## src/rtl/odpm_pkg.sv

```systemverilog
`timescale 1ns / 1ps
// ----------------------------------------------------------------------------
// odpm_pkg
// Shared types, constants and tables of the ordered-dither palette mapper.
// ----------------------------------------------------------------------------
package odpm_pkg;

    localparam int PALETTE_ENTRIES_DEF = 16;
    localparam int INDEX_W  = 4;
    localparam int CHAN_W   = 8;
    localparam int PHASE_W  = 3;
    localparam int RGB_W    = 3 * CHAN_W;
    localparam int SQ_W     = 16;
    localparam int TARGET_W = 18;

    localparam int QUEUE_DEPTH = 2;
    localparam int QUEUE_AW    = $clog2(QUEUE_DEPTH);

    localparam logic OP_WRITE  = 1'b0;
    localparam logic OP_DITHER = 1'b1;

    typedef struct packed {
        logic               opcode;
        logic [INDEX_W-1:0] entry_index;
        logic [PHASE_W-1:0] column_phase;
        logic [PHASE_W-1:0] row_phase;
        logic [CHAN_W-1:0]  red_in;
        logic [CHAN_W-1:0]  green_in;
        logic [CHAN_W-1:0]  blue_in;
    } in_word_t;

    typedef struct packed {
        logic [INDEX_W-1:0] chosen_index;
        logic [CHAN_W-1:0]  red_out;
        logic [CHAN_W-1:0]  green_out;
        logic [CHAN_W-1:0]  blue_out;
    } out_word_t;

    typedef struct packed {
        logic                is_dither;
        logic [INDEX_W-1:0]  entry_index;
        logic [TARGET_W-1:0] target;
        logic [RGB_W-1:0]    rgb;
    } cmd_t;

    typedef enum logic [1:0] {
        ST_IDLE,
        ST_SCAN,
        ST_WAIT,
        ST_EMIT
    } back_state_t;

    typedef logic [5:0] bayer_t;

    localparam bayer_t BAYER [8][8] = '{
        '{6'd0,  6'd48, 6'd12, 6'd60, 6'd3,  6'd51, 6'd15, 6'd63},
        '{6'd32, 6'd16, 6'd44, 6'd28, 6'd35, 6'd19, 6'd47, 6'd31},
        '{6'd8,  6'd56, 6'd4,  6'd52, 6'd11, 6'd59, 6'd7,  6'd55},
        '{6'd40, 6'd24, 6'd36, 6'd20, 6'd43, 6'd27, 6'd39, 6'd23},
        '{6'd2,  6'd50, 6'd14, 6'd62, 6'd1,  6'd49, 6'd13, 6'd61},
        '{6'd34, 6'd18, 6'd46, 6'd30, 6'd33, 6'd17, 6'd45, 6'd29},
        '{6'd10, 6'd58, 6'd6,  6'd54, 6'd9,  6'd57, 6'd5,  6'd53},
        '{6'd42, 6'd26, 6'd38, 6'd22, 6'd41, 6'd25, 6'd37, 6'd21}
    };

    // dithered value at or above each edge moves up one of five levels
    localparam logic [CHAN_W-1:0] LEVEL_EDGE [4] = '{8'd32, 8'd96, 8'd160, 8'd224};

    // squares of the levels 0, 63, 127, 191, 255
    localparam logic [SQ_W-1:0] LEVEL_SQ [5] =
        '{16'd0, 16'd3969, 16'd16129, 16'd36481, 16'd65025};

endpackage

```

## src/rtl/odpm_ram.sv

```systemverilog
`timescale 1ns / 1ps
// ----------------------------------------------------------------------------
// odpm_ram
// Generic one-write, one-read RAM with registered read data.
// ----------------------------------------------------------------------------
module odpm_ram #(
    parameter int WIDTH = 24,
    parameter int DEPTH = 16
) (
    input  logic                     clk,
    input  logic                     we,
    input  logic [$clog2(DEPTH)-1:0] waddr,
    input  logic [WIDTH-1:0]         wdata,
    input  logic                     re,
    input  logic [$clog2(DEPTH)-1:0] raddr,
    output logic [WIDTH-1:0]         rdata
);

    logic [WIDTH-1:0] mem [DEPTH];
    logic [WIDTH-1:0] rdata_reg;

    always_ff @(posedge clk)
    begin
        if (we)
        begin
            mem[waddr] <= wdata;
        end
    end

    always_ff @(posedge clk)
    begin
        if (re)
        begin
            rdata_reg <= mem[raddr];
        end
    end

    assign rdata = rdata_reg;

endmodule

```

## src/rtl/odpm_front.sv

```systemverilog
`timescale 1ns / 1ps
// ----------------------------------------------------------------------------
// odpm_front
// Classifies incoming words and reduces a pixel to its dithered target sum.
// ----------------------------------------------------------------------------
module odpm_front (
    input  odpm_pkg::in_word_t item,
    output odpm_pkg::cmd_t     cmd
);
    import odpm_pkg::*;

    function automatic logic [SQ_W-1:0] level_square(input logic [CHAN_W-1:0] c,
                                                     input bayer_t m);
        logic [17:0]       vsum;
        logic [17:0]       vpos;
        logic [9:0]        dq;
        logic [CHAN_W-1:0] d;
        logic [2:0]        q;
        vsum = {2'b00, c, 8'h00} + ({12'd0, m} + 18'd1) * 18'd255;
        vpos = vsum - 18'd8160;
        dq   = vpos[17:8];
        if (vsum < 18'd8160)
        begin
            d = '0;
        end
        else if (dq > 10'd255)
        begin
            d = '1;
        end
        else
        begin
            d = dq[7:0];
        end
        q = '0;
        for (int k = 0; k < 4; k++)
        begin
            if (d >= LEVEL_EDGE[k])
            begin
                q = 3'(k + 1);
            end
        end
        return LEVEL_SQ[q];
    endfunction

    bayer_t          m;
    logic [SQ_W-1:0] sq_r;
    logic [SQ_W-1:0] sq_g;
    logic [SQ_W-1:0] sq_b;

    always_comb
    begin
        m    = BAYER[item.column_phase][item.row_phase];
        sq_r = level_square(item.red_in, m);
        sq_g = level_square(item.green_in, m);
        sq_b = level_square(item.blue_in, m);
        cmd.is_dither   = (item.opcode == OP_DITHER);
        cmd.entry_index = item.entry_index;
        cmd.target      = TARGET_W'(sq_r) + TARGET_W'(sq_g) + TARGET_W'(sq_b);
        cmd.rgb         = {item.red_in, item.green_in, item.blue_in};
    end

endmodule

```

## src/rtl/odpm_queue.sv

```systemverilog
`timescale 1ns / 1ps
// ----------------------------------------------------------------------------
// odpm_queue
// Short command queue between the front and the back end.
// ----------------------------------------------------------------------------
module odpm_queue (
    input  logic           clk,
    input  logic           rst_n,
    input  logic           wr_en,
    input  odpm_pkg::cmd_t wr_data,
    output logic           full,
    input  logic           rd_en,
    output odpm_pkg::cmd_t rd_data,
    output logic           empty
);
    import odpm_pkg::*;

    cmd_t                slot_reg [QUEUE_DEPTH];
    logic [QUEUE_AW-1:0] wr_ptr_reg;
    logic [QUEUE_AW-1:0] wr_ptr_next;
    logic [QUEUE_AW-1:0] rd_ptr_reg;
    logic [QUEUE_AW-1:0] rd_ptr_next;
    logic [QUEUE_AW:0]   count_reg;
    logic [QUEUE_AW:0]   count_next;
    logic                do_wr;
    logic                do_rd;

    assign full    = (count_reg == (QUEUE_AW + 1)'(QUEUE_DEPTH));
    assign empty   = (count_reg == '0);
    assign rd_data = slot_reg[rd_ptr_reg];
    assign do_wr   = wr_en && !full;
    assign do_rd   = rd_en && !empty;

    always_comb
    begin
        wr_ptr_next = wr_ptr_reg;
        rd_ptr_next = rd_ptr_reg;
        count_next  = count_reg;
        if (do_wr)
        begin
            wr_ptr_next = (wr_ptr_reg == QUEUE_AW'(QUEUE_DEPTH - 1)) ? '0
                        : wr_ptr_reg + 1'b1;
        end
        if (do_rd)
        begin
            rd_ptr_next = (rd_ptr_reg == QUEUE_AW'(QUEUE_DEPTH - 1)) ? '0
                        : rd_ptr_reg + 1'b1;
        end
        if (do_wr && !do_rd)
        begin
            count_next = count_reg + 1'b1;
        end
        else if (do_rd && !do_wr)
        begin
            count_next = count_reg - 1'b1;
        end
    end

    always_ff @(posedge clk or negedge rst_n)
    begin
        if (!rst_n)
        begin
            wr_ptr_reg <= '0;
            rd_ptr_reg <= '0;
            count_reg  <= '0;
        end
        else
        begin
            wr_ptr_reg <= wr_ptr_next;
            rd_ptr_reg <= rd_ptr_next;
            count_reg  <= count_next;
        end
    end

    always_ff @(posedge clk)
    begin
        if (do_wr)
        begin
            slot_reg[wr_ptr_reg] <= wr_data;
        end
    end

endmodule

```

## src/rtl/odpm_back.sv

```systemverilog
`timescale 1ns / 1ps
// ----------------------------------------------------------------------------
// odpm_back
// Executes palette writes and scans the palette for the nearest entry.
// ----------------------------------------------------------------------------
module odpm_back #(
    parameter int PALETTE_ENTRIES = odpm_pkg::PALETTE_ENTRIES_DEF
) (
    input  logic                clk,
    input  logic                rst_n,
    input  odpm_pkg::cmd_t      cmd,
    input  logic                cmd_valid,
    output logic                cmd_pop,
    output odpm_pkg::out_word_t result,
    output logic                empty,
    input  logic                pop
);
    import odpm_pkg::*;

    // entries past the writable range stay zero; one of them stands for all
    localparam int WRITABLE    = 2 ** INDEX_W;
    localparam int STORE_DEPTH = (PALETTE_ENTRIES < WRITABLE) ? PALETTE_ENTRIES : WRITABLE;
    localparam int STORE_AW    = $clog2(STORE_DEPTH);
    localparam int SCAN_LEN    = (PALETTE_ENTRIES > WRITABLE) ? WRITABLE + 1 : PALETTE_ENTRIES;
    localparam int SCAN_W      = $clog2(SCAN_LEN);

    back_state_t         state_reg;
    back_state_t         state_next;
    logic [SCAN_W-1:0]   scan_cnt_reg;
    logic [TARGET_W-1:0] target_reg;
    logic [STORE_DEPTH-1:0] valid_reg;

    logic                p1_vld_reg;
    logic                p1_last_reg;
    logic                p1_ok_reg;
    logic [SCAN_W-1:0]   p1_idx_reg;

    logic                p2_vld_reg;
    logic                p2_last_reg;
    logic [SCAN_W-1:0]   p2_idx_reg;
    logic [TARGET_W-1:0] p2_sum_reg;
    logic [RGB_W-1:0]    p2_rgb_reg;

    logic [TARGET_W-1:0] best_diff_reg;
    logic [SCAN_W-1:0]   best_idx_reg;
    logic [RGB_W-1:0]    best_rgb_reg;

    logic                out_vld_reg;
    out_word_t           out_word_reg;

    logic                ram_we;
    logic                ram_re;
    logic [STORE_AW-1:0] waddr;
    logic [STORE_AW-1:0] raddr;
    logic [RGB_W-1:0]    rdata;
    logic                wr_in_range;
    logic                rd_in_range;
    logic                scan_last;
    logic                load_pixel;
    logic                out_free;
    logic                emit;
    logic [RGB_W-1:0]    p1_rgb;
    logic [SQ_W-1:0]     sq_r;
    logic [SQ_W-1:0]     sq_g;
    logic [SQ_W-1:0]     sq_b;
    logic [TARGET_W-1:0] diff;
    logic                take;

    assign waddr       = cmd.entry_index[STORE_AW-1:0];
    assign raddr       = scan_cnt_reg[STORE_AW-1:0];
    assign wr_in_range = ({1'b0, cmd.entry_index} < (INDEX_W + 1)'(STORE_DEPTH));
    assign rd_in_range = ({1'b0, scan_cnt_reg} < (SCAN_W + 1)'(STORE_DEPTH));
    assign scan_last   = (scan_cnt_reg == SCAN_W'(SCAN_LEN - 1));
    assign out_free    = !out_vld_reg || pop;

    odpm_ram #(
        .WIDTH (RGB_W),
        .DEPTH (STORE_DEPTH)
    ) u_ram (
        .clk   (clk),
        .we    (ram_we),
        .waddr (waddr),
        .wdata (cmd.rgb),
        .re    (ram_re),
        .raddr (raddr),
        .rdata (rdata)
    );

    always_comb
    begin
        state_next = state_reg;
        case (state_reg)
            ST_IDLE:
            begin
                if (cmd_valid && cmd.is_dither)
                begin
                    state_next = ST_SCAN;
                end
            end
            ST_SCAN:
            begin
                if (scan_last)
                begin
                    state_next = ST_WAIT;
                end
            end
            ST_WAIT:
            begin
                if (p2_vld_reg && p2_last_reg)
                begin
                    state_next = ST_EMIT;
                end
            end
            ST_EMIT:
            begin
                if (out_free)
                begin
                    state_next = ST_IDLE;
                end
            end
            default:
            begin
                state_next = ST_IDLE;
            end
        endcase
    end

    always_comb
    begin
        cmd_pop    = 1'b0;
        ram_we     = 1'b0;
        ram_re     = 1'b0;
        load_pixel = 1'b0;
        emit       = 1'b0;
        case (state_reg)
            ST_IDLE:
            begin
                cmd_pop    = cmd_valid;
                ram_we     = cmd_valid && !cmd.is_dither && wr_in_range;
                load_pixel = cmd_valid && cmd.is_dither;
            end
            ST_SCAN:
            begin
                ram_re = 1'b1;
            end
            ST_WAIT:
            begin
                ram_re = 1'b0;
            end
            ST_EMIT:
            begin
                emit = out_free;
            end
            default:
            begin
                cmd_pop = 1'b0;
            end
        endcase
    end

    always_comb
    begin
        p1_rgb = p1_ok_reg ? rdata : '0;
        sq_r   = SQ_W'(p1_rgb[23:16]) * SQ_W'(p1_rgb[23:16]);
        sq_g   = SQ_W'(p1_rgb[15:8]) * SQ_W'(p1_rgb[15:8]);
        sq_b   = SQ_W'(p1_rgb[7:0]) * SQ_W'(p1_rgb[7:0]);
        diff   = (p2_sum_reg >= target_reg) ? p2_sum_reg - target_reg
                                            : target_reg - p2_sum_reg;
        take   = p2_vld_reg && ((p2_idx_reg == '0) || (diff < best_diff_reg));
    end

    always_ff @(posedge clk or negedge rst_n)
    begin
        if (!rst_n)
        begin
            state_reg    <= ST_IDLE;
            scan_cnt_reg <= '0;
            valid_reg    <= '0;
            p1_vld_reg   <= 1'b0;
            p1_last_reg  <= 1'b0;
            p1_ok_reg    <= 1'b0;
            p2_vld_reg   <= 1'b0;
            p2_last_reg  <= 1'b0;
            out_vld_reg  <= 1'b0;
        end
        else
        begin
            state_reg <= state_next;
            if (load_pixel)
            begin
                scan_cnt_reg <= '0;
            end
            else if (ram_re)
            begin
                scan_cnt_reg <= scan_cnt_reg + 1'b1;
            end
            if (ram_we)
            begin
                valid_reg[waddr] <= 1'b1;
            end
            p1_vld_reg  <= ram_re;
            p1_last_reg <= ram_re && scan_last;
            p1_ok_reg   <= ram_re && rd_in_range && valid_reg[raddr];
            p2_vld_reg  <= p1_vld_reg;
            p2_last_reg <= p1_last_reg;
            if (emit)
            begin
                out_vld_reg <= 1'b1;
            end
            else if (pop)
            begin
                out_vld_reg <= 1'b0;
            end
        end
    end

    always_ff @(posedge clk)
    begin
        if (load_pixel)
        begin
            target_reg <= cmd.target;
        end
        p1_idx_reg <= scan_cnt_reg;
        p2_idx_reg <= p1_idx_reg;
        p2_rgb_reg <= p1_rgb;
        p2_sum_reg <= TARGET_W'(sq_r) + TARGET_W'(sq_g) + TARGET_W'(sq_b);
        if (take)
        begin
            best_diff_reg <= diff;
            best_idx_reg  <= p2_idx_reg;
            best_rgb_reg  <= p2_rgb_reg;
        end
        if (emit)
        begin
            out_word_reg.chosen_index <= INDEX_W'(best_idx_reg);
            out_word_reg.red_out      <= best_rgb_reg[23:16];
            out_word_reg.green_out    <= best_rgb_reg[15:8];
            out_word_reg.blue_out     <= best_rgb_reg[7:0];
        end
    end

    assign result = out_word_reg;
    assign empty  = !out_vld_reg;

endmodule

```

## src/rtl/ordered_dither_palette_map.sv

```systemverilog
`timescale 1ns / 1ps
// ----------------------------------------------------------------------------
// ordered_dither_palette_map
// Bayer-dithers RGB pixels and maps them to the nearest palette entry.
// ----------------------------------------------------------------------------
// A palette write word is popped by the back end while idle and gives no result.
// A pixel word is popped while idle; the back end then scans SCAN_LEN entries,
// where SCAN_LEN is PALETTE_ENTRIES when it is at most 16 and 17 otherwise
// (entries above 15 cannot be written and stay zero, so one of them stands for
// the rest), waits for the last read to leave the pipeline and then emits the result.
// The scan reads one entry a cycle from the single read port of the palette RAM.
// The front end dithers and queues up to two words while the back end works,
// and the back end goes on while one result waits to be popped.
module ordered_dither_palette_map #(
    parameter int PALETTE_ENTRIES = odpm_pkg::PALETTE_ENTRIES_DEF
) (
    input  logic                clk,
    input  logic                rst_n,
    input  logic                push,
    output logic                full,
    input  odpm_pkg::in_word_t  item,
    output logic                empty,
    input  logic                pop,
    output odpm_pkg::out_word_t result
);
    import odpm_pkg::*;

    cmd_t front_cmd;
    cmd_t queue_cmd;
    logic queue_empty;
    logic cmd_pop;

    odpm_front u_front (
        .item (item),
        .cmd  (front_cmd)
    );

    odpm_queue u_queue (
        .clk     (clk),
        .rst_n   (rst_n),
        .wr_en   (push),
        .wr_data (front_cmd),
        .full    (full),
        .rd_en   (cmd_pop),
        .rd_data (queue_cmd),
        .empty   (queue_empty)
    );

    odpm_back #(
        .PALETTE_ENTRIES (PALETTE_ENTRIES)
    ) u_back (
        .clk       (clk),
        .rst_n     (rst_n),
        .cmd       (queue_cmd),
        .cmd_valid (!queue_empty),
        .cmd_pop   (cmd_pop),
        .result    (result),
        .empty     (empty),
        .pop       (pop)
    );

endmodule

```

## config.mk

```make
export PLATFORM = sky130hd
export DESIGN_NAME = ordered_dither_palette_map
export DESIGN_NICKNAME = d
export VERILOG_FILES = /design/src/rtl/odpm_pkg.sv /design/src/rtl/odpm_ram.sv /design/src/rtl/odpm_front.sv /design/src/rtl/odpm_queue.sv /design/src/rtl/odpm_back.sv /design/src/rtl/ordered_dither_palette_map.sv
export SDC_FILE = /design/constraint.sdc
export NUM_CORES = 1
export LEC_CHECK = 0
export BUFFER_PORTS_ARGS = -buffer_cell sky130_fd_sc_hd__clkbuf_2
export CORE_MARGIN = 2
export CORE_UTILIZATION = 45
export CTS_CLUSTER_SIZE = 8
export DETAILED_ROUTE_END_ITERATION = 8
export GPL_TIMING_DRIVEN = 0
export PLACE_DENSITY_LB_ADDON = 0.1
export SYNTH_ARGS = -nofsm -noshare
export SYNTH_HDL_FRONTEND = slang
export SYNTH_SLANG_ARGS = --single-unit
```

## constraint.sdc

```tcl
create_clock -name clk -period 26.6 [get_ports clk]
set_input_delay 0 -clock clk [delete_from_list [all_inputs] [get_ports clk]]
set_output_delay 0 -clock clk [all_outputs]
set_load 0.005 [all_outputs]
```

==> impl_results.md <==
* Initial antenna violation count at 2
* Max_slew headroom at ~13%
* Initial Util at 45.6%
* Clk slew on worst S/H paths at roughly 50 ps
* Crit Path Max Fanout at 8
* DRT iter0 DRCs at around 1,400
* # IOs at between 60 and 70
* Detail Route Antenna Nets at 0
* Layout cell share with drive strength beyond 1 at approximately 16%
* H-tree Lvls at 3
* HP Class: input port to asynchronous set/reset pin
* Final #Nets at about 3,000
* Final GP Congestion at ~0.85
* Max FFs per register at around 380
* Worst-margin pin slew at between 1000 and 1500 ps
* Number of global-route vias before repair at about 21,000
* Core region area at around 76,000 um^2
* Yosys warnings at 0
* Largest net degree at the start of global routing at 34
* Final Hold Fails at 0
* GRT Resource Usage Total at about a fifth
* Mapped cell area at 34,800 um^2
* Worst-Skew Late Latency at roughly 650 ps
* Outcome: complete, no violations
* CTS tree: built
* Clock sink count at between 600 and 700
* Worst path slowest cell: fa_1
* Die Ht at between 200 and 300 um
* CP Launch Type: input port
* Via/cell ratio at ~5.4
* Top FF cell, synth: edfxtp_1
* Count of flip-flops with a built-in enable after synthesis at around 580
* Row count at 101
* PortBufs at 68
* Endpoints failing setup at 0
* Pins over their slew limit at 0
* Die Area at slightly below 80,000 um^2
* Post-layout min period at 11,250 ps
* Tcrit/Tclk final at between 40% and 50%
* Setup TNS at 0 ps
* WL/cell at between 20 and 25 um
* Fmax achieved at between 0.08 and 0.09 GHz
* Total Routed Length at 79.5 mm
* Top cells by area, synth: edfxtp_1 50%, fa_1 8.2%, ha_1 8.2%
* Post-synth top area share at 50.2%
* Crit. End Element: flop
* DP Wirelength at just under 60 mm
* Max_cap viols at 0
* Post-Syn Instances at roughly 2,400
* Top Family by Delay on Critical Path: adder cells
* Die width at 282 um
* Unrepaired setup endpoints after global routing: false
* Sequential element share of the synthesized area at between 50% and 60%
* WP buf/inv at 7
* DRC at 0
* CTS max path bufs at 3
* Flops & latches, synth at ~660
* Worst path required time at approximately 27,000 ps
* Unique masters post-synth at 80
* Crit path kind: input port to flop
* Post-synth ARST share at ~4.8%
* CP peak stage delay at between 700 and 800 ps
* Via count at just under 20,000
* Syn avg cell area at approximately 15 um^2
* Worst clock skew at approximately 37 ps
* Crit path DAT at 11,620 ps
* Yosys top cell by area: edfxtp_1
* Root buffer cell: clkbuf_16
* # Post-CTS Setup Buffers at 0
* First-pass GRT wire length at between 100 and 150 mm
* Mapped Nets at ~2,800
* Layout area overhead at 15.0%
* Total CTS buffers at between 90 and 100
* Initial DRT Pass Iterations at 5
* GRT overflow at 0
==> worst reg2reg max path, delay by kind of cell (launching register included) <==
family                     cells  cell delay [ps]
DFF                            1              720
AOI/OAI and AO/OA              5              790
and+or+nand+nor                4             1300
buffers and inverters          6             1370
adders and majority gates     12             5590
==> cell families after synthesis <==
logic type      after synthesis  synth area share, %
compound gates              291                 5.62
buf+inv                     369                 4.04
mux                         182                 9.91
flops                       664                 55.4
xor+xnor                     93                 2.34
fa+ha+maj                   370                 16.4
simple gates                417                 6.27
==> cell usage in the layout (no fill, tap or decap), types with 15 or more instances in the layout <==
cell	netlist	routed
o21ai_0	47	47
mux4_2	125	125
dfrtp_1	32	32
clkbuf_2	0	68
a211oi_1	18	18
nand3_1	26	26
nor3_1	24	24
ha_1	227	226
edfxtp_1	582	582
dlygate4sd3_1	0	32
inv_1	307	307
nor2_1	69	50
a21oi_1	82	82
and2_1	38	37
xnor2_1	61	61
nor2_4	0	18
xor2_1	32	32
or2_2	27	27
clkbuf_16	0	93
a21o_1	36	36
and3_1	64	63
clkbuf_1	41	78
nand2_1	98	98
mux2_2	45	45
nand2b_1	18	18
nor2b_1	15	15
fa_1	143	143
dfxtp_1	50	50
==> area by class of cell <==
| class | instances | area (um^2) |
|---|---|---|
| buffer | 62 | 251 |
| multi-input combinational | 1353 | 14200 |
| antenna | 2 | 5.00 |
| timing repair buffer | 119 | 1130 |
| tap | 1030 | 1290 |
| inverter | 307 | 1150 |
| clock inverter | 8 | 161 |
| sequential | 664 | 19300 |
| fill | 6364 | 36200 |
| clock buffer | 132 | 2490 |
==> layer usage <==
metal / share of wire, % / track usage [%]
met1: 42 / 26.7
met2: 50 / 35.8
met3: 5.1 / 3.50
met4: 2.7 / 6.42
met5: 0 / 0
==> synth_stat cells, types with 24 or more instances <==
master and instances:
a21o_1 36, a21oi_1 82, and2_1 38, and3_1 64, clkbuf_1 41, dfrtp_1 32
dfxtp_1 50, edfxtp_1 582, fa_1 143, ha_1 227, inv_1 307, mux2_2 45
mux4_2 125, nand2_1 98, nand3_1 26, nor2_1 69, nor3_1 24, o21ai_0 47
or2_2 27, xnor2_1 61, xor2_1 32
==> worst paths after layout <==
kind / endpoint / from / depth (start not counted) / slack [ps]
hold / removal: u_queue.wr_ptr_reg / rst_n / 2 / 40
setup / recovery: u_queue.slot_reg[0][41] / item[26] / 43 / 15350
max in group asynchronous: u_back.valid_reg[10] / rst_n / 2 / 26030
hold reg to reg: u_back.p2_idx_reg[2] / u_back.p1_idx_reg[2] / 0 / 340
setup reg to reg: u_back.p2_sum_reg[17] / u_back.p1_ok_reg / 27 / 16780
min in group clk: u_queue.slot_reg[1][42] / item[30] / 2 / 140
==> per-stage QoR <==
| stage | cell area [um^2] | cells | hold slack (ps) | util (%) | worst slack, ps |
|---|---|---|---|---|---|
| global placement | 36400 | 3484 | 116 | 47.8 | 14950 |
| floorplan | 34800 | 2386 | -296 | - | 16550 |
| detailed placement | 37000 | 3503 | 129 | 48.6 | 14750 |
| global route | 40000 | 3675 | 89.3 | 52.5 | 14470 |
| CTS | 40000 | 3675 | 37.1 | 52.5 | 15410 |
| finish | 40000 | 3677 | 36.2 | 52.5 | 15350 |
==> timing repair <==
| item | 4_1_cts | 5_1_grt |
|---|---|---|
| setup endpoints to repair | 0 | 0 |
| hold endpoints to repair | 118 | 0 |
| resized for setup | 0 | 0 |
| hold buffers | 32 | 0 |
Power is left out: the tool's default activity adds up to more than one toggle a clock period on the data nets, which glitch-free logic cannot reach.
